### src/rtl/ccae_pkg.sv
// Shared types, constants and ANSI sequence tables for the color code expander.
`default_nettype none

package ccae_pkg;

	localparam logic [7:0] COLOR_ESC_CHAR = 8'h03;
	localparam logic [7:0] IAC_CHAR       = 8'hff;
	localparam logic [7:0] DIGIT_ONE      = 8'h31;
	localparam logic [7:0] DIGIT_NINE     = 8'h39;
	localparam logic [7:0] DIGIT_ZERO     = 8'h30;

	localparam int QUEUE_DEPTH = 4;

	localparam int NUM_SEQ = 10;
	localparam int SEQ_MAX = 11;
	localparam int SEL_W   = 4;
	localparam int IDX_W   = 4;

	// What the back end has to do for one queued entry
	typedef enum logic [1:0] {
		CMD_BYTE     = 2'd0,  // pass one byte
		CMD_IAC_BYTE = 2'd1,  // deferred 255, then the byte
		CMD_SEQ      = 2'd2,  // ANSI sequence, selector in data
		CMD_MARK     = 2'd3   // empty chunk end marker
	} cmd_kind_t;

	typedef struct packed {
		cmd_kind_t  kind;
		logic [7:0] data;
		logic       chunk_end;
	} cmd_t;

	// Row 0 is the reset sequence; rows 1..9 follow color digits '1'..'9'
	localparam logic [7:0] SEQ_BYTES [0:NUM_SEQ-1][0:SEQ_MAX-1] = '{
		'{8'h1b, 8'h5b, 8'h30, 8'h6d, 8'h00, 8'h00, 8'h00, 8'h00, 8'h00, 8'h00, 8'h00},
		'{8'h1b, 8'h5b, 8'h30, 8'h3b, 8'h31, 8'h3b, 8'h33, 8'h36, 8'h6d, 8'h00, 8'h00},
		'{8'h1b, 8'h5b, 8'h30, 8'h3b, 8'h31, 8'h3b, 8'h33, 8'h33, 8'h6d, 8'h00, 8'h00},
		'{8'h1b, 8'h5b, 8'h30, 8'h3b, 8'h33, 8'h35, 8'h6d, 8'h00, 8'h00, 8'h00, 8'h00},
		'{8'h1b, 8'h5b, 8'h30, 8'h3b, 8'h31, 8'h3b, 8'h34, 8'h34, 8'h6d, 8'h00, 8'h00},
		'{8'h1b, 8'h5b, 8'h30, 8'h3b, 8'h33, 8'h32, 8'h6d, 8'h00, 8'h00, 8'h00, 8'h00},
		'{8'h1b, 8'h5b, 8'h30, 8'h3b, 8'h31, 8'h3b, 8'h35, 8'h3b, 8'h33, 8'h31, 8'h6d},
		'{8'h1b, 8'h5b, 8'h30, 8'h3b, 8'h31, 8'h3b, 8'h33, 8'h34, 8'h6d, 8'h00, 8'h00},
		'{8'h1b, 8'h5b, 8'h30, 8'h3b, 8'h33, 8'h34, 8'h6d, 8'h00, 8'h00, 8'h00, 8'h00},
		'{8'h1b, 8'h5b, 8'h30, 8'h3b, 8'h33, 8'h36, 8'h6d, 8'h00, 8'h00, 8'h00, 8'h00}
	};

	localparam logic [IDX_W-1:0] SEQ_LEN [0:NUM_SEQ-1] = '{
		4'd4, 4'd9, 4'd9, 4'd7, 4'd9, 4'd7, 4'd11, 4'd9, 4'd7, 4'd7
	};

endpackage

`default_nettype wire

### src/rtl/ccae_front.sv
// Front end: accepts input transactions, tracks pending escapes, queues commands.
`default_nettype none

module ccae_front import ccae_pkg::*; (
	input  wire logic       clk,
	input  wire logic       arst_n,
	input  wire logic       mode_color,
	input  wire logic       ansi_on,
	input  wire logic       in_valid,
	output logic            in_stall,
	input  wire logic [7:0] in_byte,
	input  wire logic       chunk_end,
	input  wire logic       queue_full,
	output logic            push,
	output cmd_t            push_cmd
);

	logic color_pend_q;
	logic iac_pend_q;
	logic accept;
	logic emits;
	logic is_digit;

	assign in_stall = queue_full;
	assign accept   = in_valid & ~queue_full;
	assign is_digit = (in_byte >= DIGIT_ONE) && (in_byte <= DIGIT_NINE);

	always_comb begin
		emits              = 1'b1;
		push_cmd.kind      = CMD_BYTE;
		push_cmd.data      = in_byte;
		push_cmd.chunk_end = chunk_end;
		if (mode_color) begin
			if (in_byte == COLOR_ESC_CHAR) begin
				emits = 1'b0;
			end else if (color_pend_q) begin
				if (ansi_on) begin
					push_cmd.kind = CMD_SEQ;
					push_cmd.data = is_digit ? (in_byte - DIGIT_ZERO) : 8'd0;
				end else begin
					emits = 1'b0;
				end
			end
		end else if (iac_pend_q) begin
			push_cmd.kind = CMD_IAC_BYTE;
		end
		// silent byte closing a chunk still leaves a marker
		if (!emits) begin
			push_cmd.kind = CMD_MARK;
			push_cmd.data = 8'd0;
		end
	end

	assign push = accept & (emits | chunk_end);

	always_ff @(posedge clk or negedge arst_n) begin
		if (!arst_n) begin
			color_pend_q <= 1'b0;
			iac_pend_q   <= 1'b0;
		end else if (accept) begin
			if (mode_color) begin
				if (in_byte == COLOR_ESC_CHAR) begin
					color_pend_q <= 1'b1;
				end else begin
					color_pend_q <= 1'b0;
				end
			end else begin
				iac_pend_q <= (in_byte == IAC_CHAR);
			end
		end
	end

endmodule

`default_nettype wire

### src/rtl/ccae_fifo.sv
// Command queue between the front and back ends.
`default_nettype none

module ccae_fifo import ccae_pkg::*; #(
	parameter int DEPTH = QUEUE_DEPTH
) (
	input  wire logic clk,
	input  wire logic arst_n,
	input  wire logic push,
	input  cmd_t      push_cmd,
	input  wire logic pop,
	output cmd_t      head_cmd,
	output logic      empty,
	output logic      full
);

	localparam int PTR_W = (DEPTH > 1) ? $clog2(DEPTH) : 1;
	localparam int CNT_W = $clog2(DEPTH + 1);

	cmd_t             mem_q [DEPTH];
	logic [PTR_W-1:0] wr_ptr_q;
	logic [PTR_W-1:0] rd_ptr_q;
	logic [CNT_W-1:0] count_q;

	assign empty    = (count_q == '0);
	assign full     = (count_q == CNT_W'(DEPTH));
	assign head_cmd = mem_q[rd_ptr_q];

	always_ff @(posedge clk) begin
		if (push) begin
			mem_q[wr_ptr_q] <= push_cmd;
		end
	end

	always_ff @(posedge clk or negedge arst_n) begin
		if (!arst_n) begin
			wr_ptr_q <= '0;
			rd_ptr_q <= '0;
			count_q  <= '0;
		end else begin
			if (push) begin
				wr_ptr_q <= (wr_ptr_q == PTR_W'(DEPTH - 1)) ? '0 : wr_ptr_q + 1'b1;
			end
			if (pop) begin
				rd_ptr_q <= (rd_ptr_q == PTR_W'(DEPTH - 1)) ? '0 : rd_ptr_q + 1'b1;
			end
			if (push && !pop) begin
				count_q <= count_q + 1'b1;
			end else if (pop && !push) begin
				count_q <= count_q - 1'b1;
			end
		end
	end

endmodule

`default_nettype wire

### src/rtl/ccae_back.sv
// Back end: expands queued commands into output bytes through an output register.
`default_nettype none

module ccae_back import ccae_pkg::*; (
	input  wire logic clk,
	input  wire logic arst_n,
	input  cmd_t      head_cmd,
	input  wire logic empty,
	output logic      pop,
	output logic      out_valid,
	input  wire logic out_stall,
	output logic [7:0] out_byte,
	output logic      byte_valid,
	output logic      last_of_run,
	output logic      chunk_end_out
);

	logic [IDX_W-1:0] idx_q;
	logic             out_valid_q;
	logic [7:0]       byte_q;
	logic             bvalid_q;
	logic             last_q;
	logic             cend_q;

	logic [SEL_W-1:0] sel;
	logic [7:0]       nxt_byte;
	logic             nxt_bvalid;
	logic             nxt_last;
	logic             load;

	assign sel = (head_cmd.kind == CMD_SEQ) ? head_cmd.data[SEL_W-1:0] : '0;

	always_comb begin
		nxt_byte   = head_cmd.data;
		nxt_bvalid = 1'b1;
		nxt_last   = 1'b1;
		unique case (head_cmd.kind)
			CMD_BYTE: begin
			end
			CMD_IAC_BYTE: begin
				if (idx_q == '0) begin
					nxt_byte = IAC_CHAR;
					nxt_last = 1'b0;
				end
			end
			CMD_SEQ: begin
				nxt_byte = SEQ_BYTES[sel][idx_q];
				nxt_last = (idx_q == SEQ_LEN[sel] - 1'b1);
			end
			CMD_MARK: begin
				nxt_byte   = 8'd0;
				nxt_bvalid = 1'b0;
			end
			default: begin
			end
		endcase
	end

	assign load = ~empty & (~out_valid_q | ~out_stall);
	assign pop  = load & nxt_last;

	always_ff @(posedge clk or negedge arst_n) begin
		if (!arst_n) begin
			idx_q       <= '0;
			out_valid_q <= 1'b0;
		end else begin
			if (load) begin
				out_valid_q <= 1'b1;
				idx_q       <= nxt_last ? '0 : idx_q + 1'b1;
			end else if (!out_stall) begin
				out_valid_q <= 1'b0;
			end
		end
	end

	always_ff @(posedge clk) begin
		if (load) begin
			byte_q   <= nxt_byte;
			bvalid_q <= nxt_bvalid;
			last_q   <= nxt_last;
			cend_q   <= nxt_last & head_cmd.chunk_end;
		end
	end

	assign out_valid     = out_valid_q;
	assign out_byte      = byte_q;
	assign byte_valid    = bvalid_q;
	assign last_of_run   = last_q;
	assign chunk_end_out = cend_q;

endmodule

`default_nettype wire

### src/rtl/color_code_ansi_expander.sv
// Top level of the color code / telnet IAC byte stream expander.
`default_nettype none

// Byte stream escaper. In color mode (mode_select = 1) a byte 3 arms an
// escape; the next byte becomes an ANSI color sequence (digits '1'..'9',
// anything else gives ESC[0m) or is dropped when ansi_enable is 0. In telnet
// mode every 255 is doubled, the extra 255 going out just before the next
// byte. An input that produces no byte but ends a chunk yields one marker
// transaction with byte_valid low. Both channels are valid/stall; a
// transaction moves when valid is high and stall is low.
// Rate: while out_stall is low the back end emits one output transaction per
// cycle, so plain bytes flow at one input per cycle, passing through a queue
// entry and then the output register. An expansion of up to 11 bytes holds
// the back end until its last byte is loaded; the front end keeps taking
// input until the QUEUE_DEPTH entry command queue fills, then raises in_stall.
// Registers (APB, 32-bit data): 0x0 mode_select, 0x4 ansi_enable. Write only
// while the stream is idle.

module color_code_ansi_expander import ccae_pkg::*; #(
	parameter int QUEUE_DEPTH_P = QUEUE_DEPTH
) (
	input  wire logic        clk,
	input  wire logic        arst_n,
	// configuration
	input  wire logic        psel,
	input  wire logic        penable,
	input  wire logic        pwrite,
	input  wire logic [2:0]  paddr,
	input  wire logic [31:0] pwdata,
	output logic [31:0]      prdata,
	output logic             pready,
	// input stream
	input  wire logic        in_valid,
	output logic             in_stall,
	input  wire logic [7:0]  in_byte,
	input  wire logic        chunk_end,
	// output stream
	output logic             out_valid,
	input  wire logic        out_stall,
	output logic [7:0]       out_byte,
	output logic             byte_valid,
	output logic             last_of_run,
	output logic             chunk_end_out
);

	localparam logic REG_MODE = 1'b0;
	localparam logic REG_ANSI = 1'b1;

	logic mode_q;
	logic ansi_q;
	logic cfg_wr;

	logic push;
	logic pop;
	logic empty;
	logic full;
	cmd_t push_cmd;
	cmd_t head_cmd;

	// register file; address bit 2 picks the register
	assign pready = 1'b1;
	assign cfg_wr = psel & penable & pwrite;

	always_ff @(posedge clk or negedge arst_n) begin
		if (!arst_n) begin
			mode_q <= 1'b0;
			ansi_q <= 1'b1;
		end else if (cfg_wr) begin
			unique case (paddr[2])
				REG_MODE: mode_q <= pwdata[0];
				REG_ANSI: ansi_q <= pwdata[0];
				default: begin
				end
			endcase
		end
	end

	always_comb begin
		unique case (paddr[2])
			REG_MODE: prdata = {31'd0, mode_q};
			REG_ANSI: prdata = {31'd0, ansi_q};
			default:  prdata = 32'd0;
		endcase
	end

	// front: classify and hold the pending-escape state
	ccae_front u_front (
		.clk        (clk),
		.arst_n     (arst_n),
		.mode_color (mode_q),
		.ansi_on    (ansi_q),
		.in_valid   (in_valid),
		.in_stall   (in_stall),
		.in_byte    (in_byte),
		.chunk_end  (chunk_end),
		.queue_full (full),
		.push       (push),
		.push_cmd   (push_cmd)
	);

	// decouples input acceptance from sequence draining
	ccae_fifo #(
		.DEPTH (QUEUE_DEPTH_P)
	) u_fifo (
		.clk      (clk),
		.arst_n   (arst_n),
		.push     (push),
		.push_cmd (push_cmd),
		.pop      (pop),
		.head_cmd (head_cmd),
		.empty    (empty),
		.full     (full)
	);

	// back: one output byte per cycle into the output register while out_stall is low
	ccae_back u_back (
		.clk           (clk),
		.arst_n        (arst_n),
		.head_cmd      (head_cmd),
		.empty         (empty),
		.pop           (pop),
		.out_valid     (out_valid),
		.out_stall     (out_stall),
		.out_byte      (out_byte),
		.byte_valid    (byte_valid),
		.last_of_run   (last_of_run),
		.chunk_end_out (chunk_end_out)
	);

endmodule

`default_nettype wire
### config.mk
export PLATFORM = sky130hd
export DESIGN_NAME = color_code_ansi_expander
export DESIGN_NICKNAME = d
export VERILOG_FILES = /design/src/rtl/ccae_pkg.sv /design/src/rtl/ccae_front.sv /design/src/rtl/ccae_fifo.sv /design/src/rtl/ccae_back.sv /design/src/rtl/color_code_ansi_expander.sv
export SDC_FILE = /design/constraint.sdc
export NUM_CORES = 1
export LEC_CHECK = 0
export BUFFER_PORTS_ARGS = -buffer_cell sky130_fd_sc_hd__clkbuf_2
export CORE_AREA = 2 2 91 93
export DETAILED_ROUTE_END_ITERATION = 8
export DIE_AREA = 0 0 93 95
export PLACE_DENSITY = 0.8
export SLEW_MARGIN = 20
export SYNTH_ARGS = -nofsm -noshare
export SYNTH_HDL_FRONTEND = slang
export SYNTH_SLANG_ARGS = --single-unit
### constraint.sdc
create_clock -name clk -period 5.8 [get_ports clk]
set_input_delay 1.16 -clock clk [delete_from_list [all_inputs] [get_ports clk]]
set_output_delay 1.16 -clock clk [all_outputs]
set_load 0.05 [all_outputs]
=== Yosys cells after proc, flatten, opt, wreduce, memory -nomap -nowiden ===
Memories as Yosys holds them, arrays and structs flattened.
Cells that the tools add are included.

* Latch bits: 0
* Memory bits (writable): 44
* Bits in read-only memories: 1472
* Memories: 3
* Bits of input ports: 51
* Output and inout bits: 46
* Word-level logic and storage cells: 102
* Bits in registers: 27

* Reductions and logical operators: 12
* Order comparisons: 4
* Bitwise operators: 17
* Add/sub/neg operators: 7
* Shifts and indexed selects: 0
* Eq/ne operators: 10
* Muxes and demuxes: 36
* Multipliers: 0
* Divide/modulo/power cells: 0

{| class="wikitable"
|+ Memory list
! memory !! words !! bits a word !! rd ports !! clocked after memory_dff !! wr ports !! RTL line !! text
|-
| (name not given) || 16 || 88 || 1 || 0 || 0 || ccae_back.sv:47 || <nowiki>nxt_byte = SEQ_BYTES[sel][idx_q];</nowiki>
|-
| (name not given) || 16 || 4 || 1 || 0 || 0 || ccae_back.sv:48 || <nowiki>nxt_last = (idx_q == SEQ_LEN[sel] - 1'b1);</nowiki>
|-
| u_fifo.mem_q || 4 || 11 || 1 || 0 || 1 || ccae_fifo.sv:20 || <nowiki>cmd_t mem_q [DEPTH];</nowiki>
|}

{| class="wikitable"
|+ Operators by type and width
! kind !! count
|-
| $mux W88 || 2
|-
| $pmux W32 S2 || 1
|-
| $mux W10 || 4
|-
| $mux W8 || 5
|-
| $bmux W8 S4 || 1
|-
| $pmux W8 S3 || 1
|-
| $mux W4 || 4
|-
| $mux W1 || 12
|-
| $ge A5 B5 Y1 const B || 2
|-
| $not A4 Y5 || 2
|-
| $eq A2 B2 Y1 const B || 4
|-
| $eq A8 B2 Y1 const B || 1
|-
| $eq A8 B8 Y1 const B || 1
|-
| $ge A8 B6 Y1 const B || 1
|-
| $le A8 B6 Y1 const B || 1
|-
| $reduce_and A2 Y1 || 4
|-
| $sub A8 B6 Y8 const B || 1
|-
| $and A1 B1 Y1 || 7
|-
| $mux W2 || 3
|-
| $mux W3 || 2
|-
| $not A1 Y1 || 6
|-
| $add A2 B1 Y2 const B || 2
|-
| $add A4 B1 Y4 const B || 1
|-
| $eq A4 B4 Y1 || 1
|-
| 13 further kinds || 17
|}

=== Longest topological paths before layout ===
Gate-level depths: netlist of run 1.
An unclocked memory read counts as a cell.

* Word-level depth: 14
* Mapped depth: 24
* Gate-level depth less buffers: 23

=== Modules after synthesis ===
From an unflattened synthesis of run 1, not the netlist that was laid out.

* Cell total of the unflattened synthesis: 370
* Area total of the unflattened synthesis: 4292.9 um^2

{| class="wikitable"
|+ Modules (own cells, without submodules)
! module !! seq. area each (um^2) !! instances !! cells each !! area an instance (um^2)
|-
| ccae_fifo || 1496.4 || 1 || 94 || 2008.2
|-
| ccae_back || 455.4 || 1 || 181 || 1520.2
|-
| ccae_front || 50.0 || 1 || 54 || 416.6
|-
| color_code_ansi_expander || 51.3 || 1 || 41 || 347.8
|}

=== Worst setup path after synthesis of run 1 ===
Ideal clock, no wire load.

* Path type: flip-flop to flip-flop
* Start: register u_fifo.rd_ptr_q[0]
* End: register u_fifo.count_q[1]
* Buffers on the path: 2
* Setup slack: 0.666 ns
* Setup time: 0.125 ns
* Stages on the path, launching flop included: 23
* Arrival time: 5.009 ns
* Clock period less this slack: 5.134 ns
* Data required time: 5.675 ns
* Path through: dfrtp_1 -> buf_1 -> mux4_2 -> inv_1 -> ha_1 -> clkbuf_1 -> nand2_1 -> inv_1 -> ha_1 -> a21oi_1 -> nor2b_1 -> ha_1 -> xnor2_1 -> nor3_1 -> o21ai_1 -> nor4b_1 -> nor2_2 -> a21oi_2 -> inv_1 -> ha_1 -> inv_1 -> fa_1 -> mux2_2

* Cells in the longest elaborated chain, start to end: 14
* Elaborated cells between the ends (all ways): 17
* Those cells by class: add/sub (1); eq/ne (3); mux (5); bitwise (2); reduce/logical (4); memory (2)

{| class="wikitable"
|+ Ends and longest elaborated chain
! item !! RTL line !! text
|-
| from (decl) || ccae_fifo.sv:22 || <nowiki>logic [PTR_W-1:0] rd_ptr_q;</nowiki>
|-
| from (signal assigned) || ccae_fifo.sv:45 || <nowiki>rd_ptr_q <= (rd_ptr_q == PTR_W'(DEPTH - 1)) ? '0 : rd_ptr_q + 1'b1;</nowiki>
|-
| $mem_v2 Z4 W11 (*) || -- ||
|-
| $eq A2 B2 Y1 || ccae_back.sv:31, ccae_back.sv:37 ||
|-
| $mux W4 || ccae_back.sv:31 || <nowiki>assign sel = (head_cmd.kind == CMD_SEQ) ? head_cmd.data[SEL_W-1:0] : '0;</nowiki>
|-
| $not A4 Y5 (implied by the code) || ccae_back.sv:48 ||
|-
| $mem_v2 Z16 W4 || -- ||
|-
| $mux W4 (implied by the code) (2 in series) || ccae_back.sv:48 ||
|-
| $sub A4 B1 Y4 || ccae_back.sv:48 ||
|-
| $eq A4 B4 Y1 || ccae_back.sv:48 ||
|-
| $pmux W1 S2 (*) || ccae_back.sv:37 || <nowiki>unique case (head_cmd.kind)</nowiki>
|-
| $and A1 B1 Y1 (*) || ccae_back.sv:60 || <nowiki>assign pop = load & nxt_last;</nowiki>
|-
| $logic_not A1 Y1 || ccae_fifo.sv:47 || <nowiki>if (push && !pop) begin</nowiki>
|-
| $logic_and A1 B1 Y1 || ccae_fifo.sv:47 ||
|-
| $mux W3 / $reduce_bool A2 Y1 (equally long branches) || -- ||
|-
| to (signal assigned) || ccae_fifo.sv:48 || <nowiki>count_q <= count_q + 1'b1;</nowiki>
|-
| to (signal assigned) || ccae_fifo.sv:50 || <nowiki>count_q <= count_q - 1'b1;</nowiki>
|-
| to (decl) || ccae_fifo.sv:23 || <nowiki>logic [CNT_W-1:0] count_q;</nowiki>
|}

Mark *: on every way between the ends. The rest lies on a longest branch, timed or not. The select of a mux whose other input is x is not followed.
A chain may end at the register's enable or synchronous reset.

=== Worst setup path in the final report of run 1 ===
* Start: register u_fifo.rd_ptr_q[1]
* End: register u_fifo.count_q[1]

Same word-level chain as after synthesis.

==> impl_metrics.py, run 1 <==
metrics = {
    "status": {
        "status": "finished, final reports clean",
    },
    "synth": {
        "synth_top_family_by_area": "simple AND/OR/NAND/NOR gates",
        "synthAdderAreaFrac_pct": 7.88,
        "async_flop_share_pct": 22.5,
        "ys_seq_area_share_pct": 48.6,
        "synth_top_area_share_pct": 39.1,
        "postSynthCellCount": 371,
        "synth_ff_type": "edfxtp_1",
        "syn_area_um2": 4220,
        "synth_compound_gate_area_share_pct": 12.1,
        "ys_ff_latch": 71,
        "synth-simple-area-share_pct": 12.2,
        "ys_types": 62,
        "synthTopCellsByArea": "edfxtp_1 39%, dfrtp_1 8.9%, ha_1 7.4%",
        "synth_area_leader_cell": "edfxtp_1",
        "yosys_warnings": 0,
        "syn_avg_cell_area_um2": 11.4,
        "synth_edf_count": 55,
        "synth_mux_area_share_pct": 8.86,
        "synthXorXnorAreaFrac_pct": 1.04,
    },
    "global_routing": {
        "grt_max_degree": 20,
        "antenna_found_initial": 0,
        "grt_pass1_wl_um": 12800,
        "grt_overflow_total": 0,
        "grt_pass1_vias": 2680,
        "grt_use_total_pct": 18.8,
    },
    "worst_setup_path": {
        "crit_type": "flop to flop",
        "start_kind": "flop",
        "critPathArrivalTime_ns": 5.50,
        "path_max_fanout": 13,
        "critPathRequiredTime_ns": 6.03,
        "crit_path_end_kind": "flop",
    },
    "timing": {
        "fin_crit_sh_pct": 90.8,
        "setup_viol": 0,
        "fin_ws_ns": 0.532,
        "finalHoldViolCount": 0,
        "skew_ns": 0.0119,
        "rsz0062_at_grt": "false",
        "relSlewSlack_pct": 44.1,
        "setup_tns_ns": 0,
        "post-route-min-period_ns": 5.27,
        "max_freq_mhz": 190,
        "report.final.slew_viol_count": 0,
        "worst_pin_slew_ns": 0.827,
    },
    "die": {
        "die_area_um2": 8840,
        "die_w_um": 93,
        "core_area_um2": 7930,
        "num_rows": 33,
        "ios": 97,
        "dieHeight_um": 95,
        "start_util_pct": 53.3,
    },
    "clocking": {
        "clkTransAtPathRegs_ns": 0.08,
        "cts_buffer_depth": 2,
        "clk_latency_ns": 0.34,
        "cts.sinks": 71,
        "cts_hold_buf": 0,
        "cts_resized": 0,
        "htreeDepth": 3,
        "cts_root_buf": "clkbuf_8",
        "post_cts_buffers": 0,
        "numCtsBuffers": 9,
        "cts_tree": "done",
    },
    "pwr": {
        "p_int_w": 0.00139,
        "peakVddDrop_mv": 0.259,
        "seqPwrFrac_pct": 33.1,
        "swShare_pct": 45.5,
        "p_comb_share_pct": 53.9,
        "p_leak_nw": 1.84,
        "clockPowerShare_pct": 13.0,
        "switchingPower_w": 0.00116,
        "powerDensity_nw_per_um2": 564,
    },
    "drt": {
        "wire_per_inst_um": 15.4,
        "vias_per_cell": 5.61,
        "initialDrtViolationCount": 117,
        "drc": 0,
        "antenna_left": 0,
        "vias": 2868,
        "drt_first_pass_iters": 5,
        "wirelength_um": 7870,
    },
    "hold_path": {
        "min_path_type": "flop to flop",
    },
    "layout": {
        "syn2layout_area_growth_pct": 6.75,
        "final_util_pct": 56.9,
        "n_antenna_cell": 0,
        "layout-drive-gt1-share_pct": 18.0,
        "final_common_cell": "edfxtp_1",
        "mostFrequentLayoutCells": "55 x edfxtp_1, 32 x conb_1, 31 x clkbuf_2",
        "fin_nets": 478,
    },
    "place": {
        "place.gp.congestion": 0.924,
        "place_ws_ns": 0.580,
        "place_hpwl_um": 5830,
        "portBuffers": 31,
    },
    "job": {
        "cap_violations": 0,
    },
}
-- through the flow --
| step | total power [W] | instance area (um^2) | hold WS, ns | std cells |
|---|---|---|---|---|
| after global placement | 0.00217 | 4340 | 0.476 | 495 |
| after detailed placement | 0.00221 | 4340 | 0.490 | 495 |
| after floorplan | 0.00194 | 4340 | 0.464 | 401 |
| final | 0.00254 | 4510 | 0.503 | 511 |
| after CTS | 0.00254 | 4510 | 0.504 | 511 |
| after global routing | 0.00273 | 4510 | 0.536 | 511 |
-- metal layers --
metal / track usage, % / vias up / share of wire (%)
met1: 23.5 / 1364 / 41
li1: - / 1362 / -
met5: 0 / - / 0
met2: 32.4 / 130 / 51
met4: 6.86 / 0 / 1.3
met3: 4.07 / 12 / 6.2
-- path summary, 6_finish.rpt --
path                                    start                 to  slack (ns)  depth (start not counted)
max                        u_fifo.rd_ptr_q[1]  u_fifo.count_q[1]        0.53                         21
min                          u_back.out_valid   u_back.out_valid        0.50                          2
max reg2reg                u_fifo.rd_ptr_q[1]  u_fifo.count_q[1]        0.53                         21
min reg2reg                  u_back.out_valid   u_back.out_valid        0.50                          2
max in group asynchronous              arst_n             ansi_q        4.72                          1
min in group asynchronous              arst_n             mode_q        0.74                          1
-- synth_stat cells (5+ instances only) --
| master | count |
|---|---|
| a21oi_1 | 12 |
| clkbuf_1 | 6 |
| inv_1 | 24 |
| nor2_1 | 28 |
| buf_4 | 32 |
| o22ai_1 | 5 |
| dfrtp_1 | 15 |
| edfxtp_1 | 55 |
| nor3_1 | 6 |
| ha_1 | 25 |
| and2_1 | 12 |
| o21ai_0 | 14 |
| nand2_1 | 24 |
| mux4_2 | 10 |
| nand3_1 | 11 |
| mux2_2 | 8 |
-- flip-flops by register name, indices dropped and copies added, names as in the netlist, 2 cells and up --
register and cells:
u_back.idx_q 4, u_fifo.mem_q 44, u_fifo.rd_ptr_q 2, u_back.out_byte 8, u_fifo.wr_ptr_q 2, u_fifo.count_q 3
-- cells by family after synthesis --
family	after synthesis
buffers and inverters	69
muxes	22
and+or+nand+nor	103
DFF	71
adders and majority gates	26
AOI/OAI and AO/OA	73
xor gates and xnor gates	5
other	2
-- worst max-delay path, stage by stage, from the launching register on --
cell and delay, ns:
dfrtp_1 0.68, mux4_2 0.45, inv_1 0.13, ha_1 0.35, and2_1 0.29, inv_1 0.12
ha_1 0.23, inv_1 0.06, a221o_1 0.21, inv_1 0.11, ha_1 0.31, xnor2_1 0.14
nor3_1 0.25, o21ai_1 0.11, nor4b_1 0.33, nor2_2 0.13, a21oi_2 0.22, inv_1 0.08
ha_1 0.20, inv_1 0.08, fa_1 0.40, mux2_2 0.26
-- power groups by stage --
stage | sequential (W) | clock, W | combinational, W
CTS | 0.000843 | 0.000338 | 0.00136
detailed placement | 0.000855 | 0 | 0.00136
global placement | 0.000845 | 0 | 0.00132
global route | 0.000861 | 0.000362 | 0.00150
finish | 0.000841 | 0.000330 | 0.00137
floorplan | 0.000946 | 0 | 0.000994
-- area by class of cell --
type	instances	area, um^2
clock inverter	6	37.5
tap	105	131
multi-input combinational	261	1900
inverter	25	93.8
clock buffer	10	128
sequential	71	2050
fill	647	3420
timing repair buffer	33	170
Power figures use the tool's default switching activity.
==> inputs of run 2 (changes only) <==
Clock period 5.8 ns to 6.4 ns, I/O delays scaled along.
==> impl_metrics.py, run 2 (synthesis gave the netlist of run 1 again) <==
metrics = {
    "worst_setup_path": {
        "crit_path_end_kind": "flop",
        "slowest_stage": "dfrtp_1",
        "ff2ff_setup_slack_ns": 0.71,
        "crit_top_cell": "inv_1",
        "path_cells": "mux4_2, inv_1, ha_1, and2_1, inv_1, ha_1, inv_1, a221o_1, inv_1, ha_1, xnor2_1, nor3_1, o21ai_1, nor4b_1, nor2_2, a21oi_2, inv_1, ha_1, inv_1, fa_1, mux2_2",
        "critPathRequiredTime_ns": 6.62,
        "crit_type": "flop to flop",
        "path_max_fanout": 14,
        "critPathMaxStageDelay_ns": 0.83,
        "r2r_start": "u_fifo.rd_ptr_q[0]",
        "crit_buf_inv": 6,
        "r2r_cells": 21,
        "start_kind": "flop",
        "timing.rr.end": "u_fifo.count_q[1]",
        "critPathArrivalTime_ns": 5.92,
        "crit_family": "adder cells",
    },
    "timing": {
        "post-route-min-period_ns": 5.69,
        "skew_ns": 0.0133,
        "max_freq_mhz": 176,
        "worst_pin_slew_ns": 0.780,
        "setup_tns_ns": 0,
        "setup_viol": 0,
        "fin_crit_sh_pct": 89.0,
        "relSlewSlack_pct": 47.3,
        "fin_hold_ws_ns": 0.503,
        "rsz0062_at_grt": "false",
        "report.final.slew_viol_count": 0,
        "finalHoldViolCount": 0,
    },
    "clocking": {
        "cts_resized": 0,
        "htreeDepth": 3,
        "cts_hold_buf": 0,
        "post_cts_buffers": 0,
        "clk_latency_ns": 0.34,
        "cts_buffer_depth": 2,
        "cts_tree": "done",
        "clkTransAtPathRegs_ns": 0.07,
        "numCtsBuffers": 9,
        "cts_root_buf": "clkbuf_8",
        "cts.sinks": 71,
    },
    "layout": {
        "multi_input_area_um2": 1900,
        "syn2layout_area_growth_pct": 6.58,
        "fin_area_um2": 4500,
        "largest_reg_flops": 44,
        "n_antenna_cell": 0,
        "top_register": "u_fifo.mem_q",
        "layout.cells.non_filler": 510,
        "fillers": 657,
        "layout-drive-gt1-share_pct": 17.8,
        "final_common_cell": "edfxtp_1",
        "regArea_um2": 2050,
        "fin_nets": 477,
        "mostFrequentLayoutCells": "55 x edfxtp_1, 32 x conb_1, 31 x clkbuf_2",
    },
    "drt": {
        "vias": 2894,
        "wire_per_inst_um": 15.6,
        "m1WireLength_um": 3260,
        "top_layer_used": "met4",
        "initialDrtViolationCount": 184,
        "drt_first_pass_iters": 4,
        "antenna_left": 0,
        "route.met3.wl_um": 441,
        "drc": 0,
        "vias_per_cell": 5.67,
        "wirelength_um": 7950,
        "wl_met2_um": 4030,
    },
    "global_routing": {
        "grt_overflow_total": 0,
        "grt_pass1_vias": 2742,
        "antenna_found_initial": 0,
        "grt_use_total_pct": 19.2,
        "grt_pass1_wl_um": 13000,
        "grt_max_degree": 20,
    },
    "die": {
        "num_rows": 33,
        "ios": 97,
        "start_util_pct": 53.3,
        "die_w_um": 93,
        "die_area_um2": 8840,
        "core_area_um2": 7930,
        "dieHeight_um": 95,
    },
    "hold_path": {
        "whs_path_depth": 2,
        "holdPathEnd": "u_back.out_valid",
        "min_path_type": "flop to flop",
        "worstHoldStart": "u_back.out_valid",
    },
    "status": {
        "status": "finished, final reports clean",
    },
    "pwr": {
        "peakVddDrop_mv": 0.258,
        "total_power_w": 0.00231,
        "p_leak_nw": 1.84,
        "powerDensity_nw_per_um2": 513,
    },
    "place": {
        "place.gp.congestion": 0.914,
        "dp.cells": 494,
        "place_hpwl_um": 5850,
        "portBuffers": 31,
        "placed_area_um2": 4340,
    },
    "job": {
        "cap_violations": 0,
    },
}
run 2: cell count changes in the layout (fill, tap and decap cells not counted), sizes merged:
| cell | delta |
|---|---|
| buf | -1 |
run 2: worst max path at each step:
stage                             startpoint           endpoint  slack (ns)  depth (start not counted)
after floorplan           u_fifo.rd_ptr_q[0]  u_fifo.count_q[1]        1.27                         22
after global placement    u_fifo.rd_ptr_q[0]  u_fifo.count_q[1]        0.99                         21
after detailed placement  u_fifo.rd_ptr_q[0]  u_fifo.count_q[1]        0.77                         21
after CTS                 u_fifo.rd_ptr_q[0]  u_fifo.count_q[1]        0.74                         21
after global routing      u_fifo.rd_ptr_q[0]  u_fifo.count_q[1]        0.25                         21
final                     u_fifo.rd_ptr_q[0]  u_fifo.count_q[1]        0.71                         21
run 2: routing by layer:
metal | global-route usage [%] | vias to the layer above
met2 | 32.7 | 115
met3 | 4.15 | 24
li1 | - | 1360
met5 | 0 | -
met4 | 10.2 | 0
met1 | 23.0 | 1395
run 2: through the flow:
| stage | worst slack, ns | util [%] |
|---|---|---|
| 5_1_grt | 0.253 | 56.8 |
| 2_1_floorplan | 1.27 | - |
| 4_1_cts | 0.742 | 56.8 |
| 3_5_place_dp | 0.769 | 54.7 |
| 6_report | 0.706 | 56.8 |
| 3_3_place_gp | 0.992 | 54.7 |
run 2: worst register-to-register path: cells and delay by family, from the launching register on:
family	cells	cell delay [ns]
and+or+nand+nor	4	1.01
adders and majority gates	5	1.53
buffers and inverters	6	0.60
DFF	1	0.83
AOI/OAI and AO/OA	3	0.55
muxes	2	0.92
xor gates and xnor gates	1	0.14
run 2: power breakdown:
| part | internal, W | switching [W] | total, W |
|---|---|---|---|
| clock | 0.000139 | 0.000167 | 0.000306 |
| combinational | 0.000448 | 0.000779 | 0.00123 |
| sequential | 0.000666 | 0.000112 | 0.000778 |
| total | 0.00125 | 0.00106 | 0.00231 |
run 2: final cells by class:
class,instances,area share (%)
Clock inverter,6,0.834
Timing Repair Buffer,32,3.61
Multi-Input combinational cell,261,42.1
Clock buffer,10,2.83
Sequential cell,71,45.6
Tap cell,105,2.92
Inverter,25,2.08
==> inputs of run 3 (changes only) <==
Settings changed: ABC_AREA set to 1, CORE_AREA 2 2 91 93 to 2 2 95 97, DIE_AREA 0 0 93 95 to 0 0 97 99, PLACE_DENSITY 0.8 to 0.79, SYNTH_HIERARCHICAL set to 1.
Clock period 6.4 ns to 6.02 ns, I/O delays scaled along.
==> impl_metrics.py, run 3 <==
metrics = {
    "layout": {
        "fin_nets": 648,
        "mostFrequentLayoutCells": "134 x nand2_1, 75 x inv_1, 55 x edfxtp_1",
        "fillers": 744,
        "final_common_cell": "nand2_1",
        "multi_input_area_um2": 2010,
        "top_register": "u_fifo/mem_q",
        "syn2layout_area_growth_pct": 5.90,
        "n_antenna_cell": 0,
        "largest_reg_flops": 44,
        "regArea_um2": 2050,
        "layout-drive-gt1-share_pct": 14.4,
    },
    "pwr": {
        "clockPowerShare_pct": 13.8,
        "powerDensity_nw_per_um2": 568,
        "switchingPower_w": 0.00138,
        "p_leak_nw": 2.39,
        "swShare_pct": 49.8,
        "seqPwrFrac_pct": 29.6,
        "p_comb_share_pct": 56.6,
        "p_int_w": 0.00139,
        "peakVddDrop_mv": 0.188,
    },
    "hold_path": {
        "worstHoldStart": "u_back/out_valid",
        "min_path_type": "flop to flop",
        "holdPathEnd": "u_back/out_valid",
        "whs_path_depth": 2,
    },
    "worst_setup_path": {
        "slowest_stage": "ha_1",
        "path_max_fanout": 45,
        "critPathArrivalTime_ns": 5.17,
        "crit_type": "flop to flop",
        "start_kind": "flop",
        "critPathMaxStageDelay_ns": 0.52,
        "crit_top_cell": "nand2_1",
        "ff2ff_setup_slack_ns": 1.09,
        "crit_path_end_kind": "flop",
        "r2r_start": "u_fifo/rd_ptr_q[0]",
        "r2r_cells": 26,
        "timing.rr.end": "u_fifo/count_q[1]",
        "critPathRequiredTime_ns": 6.26,
    },
    "drt": {
        "vias": 3523,
        "initialDrtViolationCount": 154,
        "wirelength_um": 8910,
        "drc": 0,
        "drt_first_pass_iters": 4,
        "antenna_left": 0,
        "vias_per_cell": 5.14,
        "wire_per_inst_um": 13.0,
    },
    "clocking": {
        "cts_root_buf": "clkbuf_8",
        "numCtsBuffers": 9,
        "clk_latency_ns": 0.34,
        "post_cts_buffers": 0,
        "cts.sinks": 71,
        "cts_resized": 0,
        "clkTransAtPathRegs_ns": 0.08,
        "htreeDepth": 3,
        "cts_buffer_depth": 2,
        "cts_hold_buf": 0,
        "cts_tree": "done",
    },
    "timing": {
        "max_freq_mhz": 203,
        "fin_hold_ws_ns": 0.489,
        "post-route-min-period_ns": 4.93,
        "skew_ns": 0.00800,
        "report.final.slew_viol_count": 0,
        "worst_pin_slew_ns": 0.644,
        "finalHoldViolCount": 0,
        "setup_tns_ns": 0,
        "setup_viol": 0,
        "relSlewSlack_pct": 57.0,
        "rsz0062_at_grt": "false",
        "fin_crit_sh_pct": 81.8,
    },
    "synth": {
        "yosys_warnings": 6,
        "synth_common_cells": "134 x nand2_1, 75 x inv_1, 55 x edfxtp_1, 48 x nor2_1, 34 x buf_4",
        "synthMostInstantiatedCell": "nand2_1",
        "synth_ff_type": "edfxtp_1",
        "synth_edf_count": 55,
        "async_flop_share_pct": 22.5,
        "synth_area_leader_cell": "edfxtp_1",
        "ys_seq_area_share_pct": 44.6,
        "postSynthCellCount": 544,
        "syn_avg_cell_area_um2": 8.46,
        "synth_top_area_share_pct": 35.9,
        "synthTopCellsByArea": "edfxtp_1 36%, nand2_1 11%, dfrtp_1 8.2%",
        "ys_ff_latch": 71,
        "syn_area_um2": 4600,
        "ys_types": 39,
    },
    "die": {
        "core_area_um2": 8550,
        "num_rows": 34,
        "start_util_pct": 53.8,
        "ios": 97,
        "dieHeight_um": 99,
        "die_w_um": 97,
        "die_area_um2": 9600,
    },
    "place": {
        "place_hpwl_um": 6690,
        "portBuffers": 31,
        "place.gp.congestion": 0.952,
    },
    "global_routing": {
        "grt_max_degree": 46,
        "grt_overflow_total": 0,
        "grt_pass1_vias": 3271,
        "grt_pass1_wl_um": 15000,
        "grt_use_total_pct": 19.2,
        "antenna_found_initial": 0,
    },
    "job": {
        "cap_violations": 0,
    },
    "status": {
        "status": "finished, final reports clean",
    },
}
-- run 3: cell count changes after synthesis, sizes merged, moves of 7 or more --
cell | before | now
nand2 | 24 | 145
inv | 24 | 80
nor2 | 29 | 55
nand3 | 11 | 32
o211ai | 3 | 22
and2 | 12 | 0
mux4 | 11 | 0
mux2 | 10 | 0
a21oi | 13 | 21
nand4 | 2 | 9
-- run 3: metrics by stage --
step / std cells / total power (W) / utilization [%] / cell area, um^2 / setup slack (ns)
final: 685 / 0.00277 / 57.0 / 4880 / 1.09
after global routing: 685 / 0.00301 / 57.0 / 4880 / 0.546
after CTS: 685 / 0.00278 / 57.0 / 4880 / 1.10
after detailed placement: 669 / 0.00239 / 54.7 / 4670 / 1.14
after global placement: 669 / 0.00235 / 54.7 / 4670 / 1.26
after floorplan: 574 / 0.00210 / - / 4720 / 2.15
-- run 3: cells by family (layout without fill, tap and decap cells) --
logic type,after synthesis,after routing,share of synthesized area [%]
AO/OA/AOI/OAI,69,69,9.62
XOR/XNOR,5,5,0.951
adder cells (fa/ha/maj),25,25,6.96
buffers and inverters,128,131,14.3
flip-flops,71,71,44.6
other,2,32,0.163
AND/OR/NAND/NOR,244,244,23.5
-- run 3: worst max path at each step --
stage                       startpoint                end  slack, ns
floorplan           u_fifo/rd_ptr_q[0]  u_fifo/count_q[1]       2.15
global placement    u_fifo/rd_ptr_q[0]  u_fifo/count_q[1]       1.26
detailed placement  u_fifo/rd_ptr_q[0]  u_fifo/count_q[1]       1.14
CTS                 u_fifo/rd_ptr_q[0]  u_fifo/count_q[1]       1.10
global route        u_fifo/rd_ptr_q[0]  u_fifo/count_q[1]       0.55
finish              u_fifo/rd_ptr_q[0]  u_fifo/count_q[1]       1.09
-- run 3: per-layer routing --
layer / routed length, um / share of wire, % / global-route usage (%) / vias up
met3: 410 / 4.6 / 3.48 / 18
met4: 197 / 2.2 / 7.04 / 0
met1: 3690 / 41 / 22.8 / 1641
met2: 4610 / 52 / 34.9 / 107
li1: - / - / - / 1757
met5: 0 / 0 / 0 / -
-- run 3: area by class of cell --
cell class                 count  share of cell area, %
sequential                    71                   42.1
multi-input combinational    375                   41.2
inverter                      82                   6.31
timing repair buffer          33                   3.49
tap                          108                   2.77
clock buffer                   9                   2.54
clock inverter                 7                   1.62
-- run 3: power by group through the flow --
| stage | combinational (W) | clock, W | sequential (W) |
|---|---|---|---|
| 3_5_place_dp | 0.00156 | 0 | 0.000832 |
| 6_report | 0.00157 | 0.000383 | 0.000821 |
| 2_1_floorplan | 0.00116 | 0 | 0.000941 |
| 3_3_place_gp | 0.00152 | 0 | 0.000826 |
| 5_1_grt | 0.00176 | 0.000413 | 0.000836 |
| 4_1_cts | 0.00156 | 0.000391 | 0.000822 |
-- run 3: critical path, delay by kind of cell (launching register included) --
family                   cells  cell delay (ns)
adder cells (fa/ha/maj)      5             1.61
AND/OR/NAND/NOR             10             1.20
buffers and inverters        7             1.13
AO/OA/AOI/OAI                4             0.47
flip-flops                   1             0.41
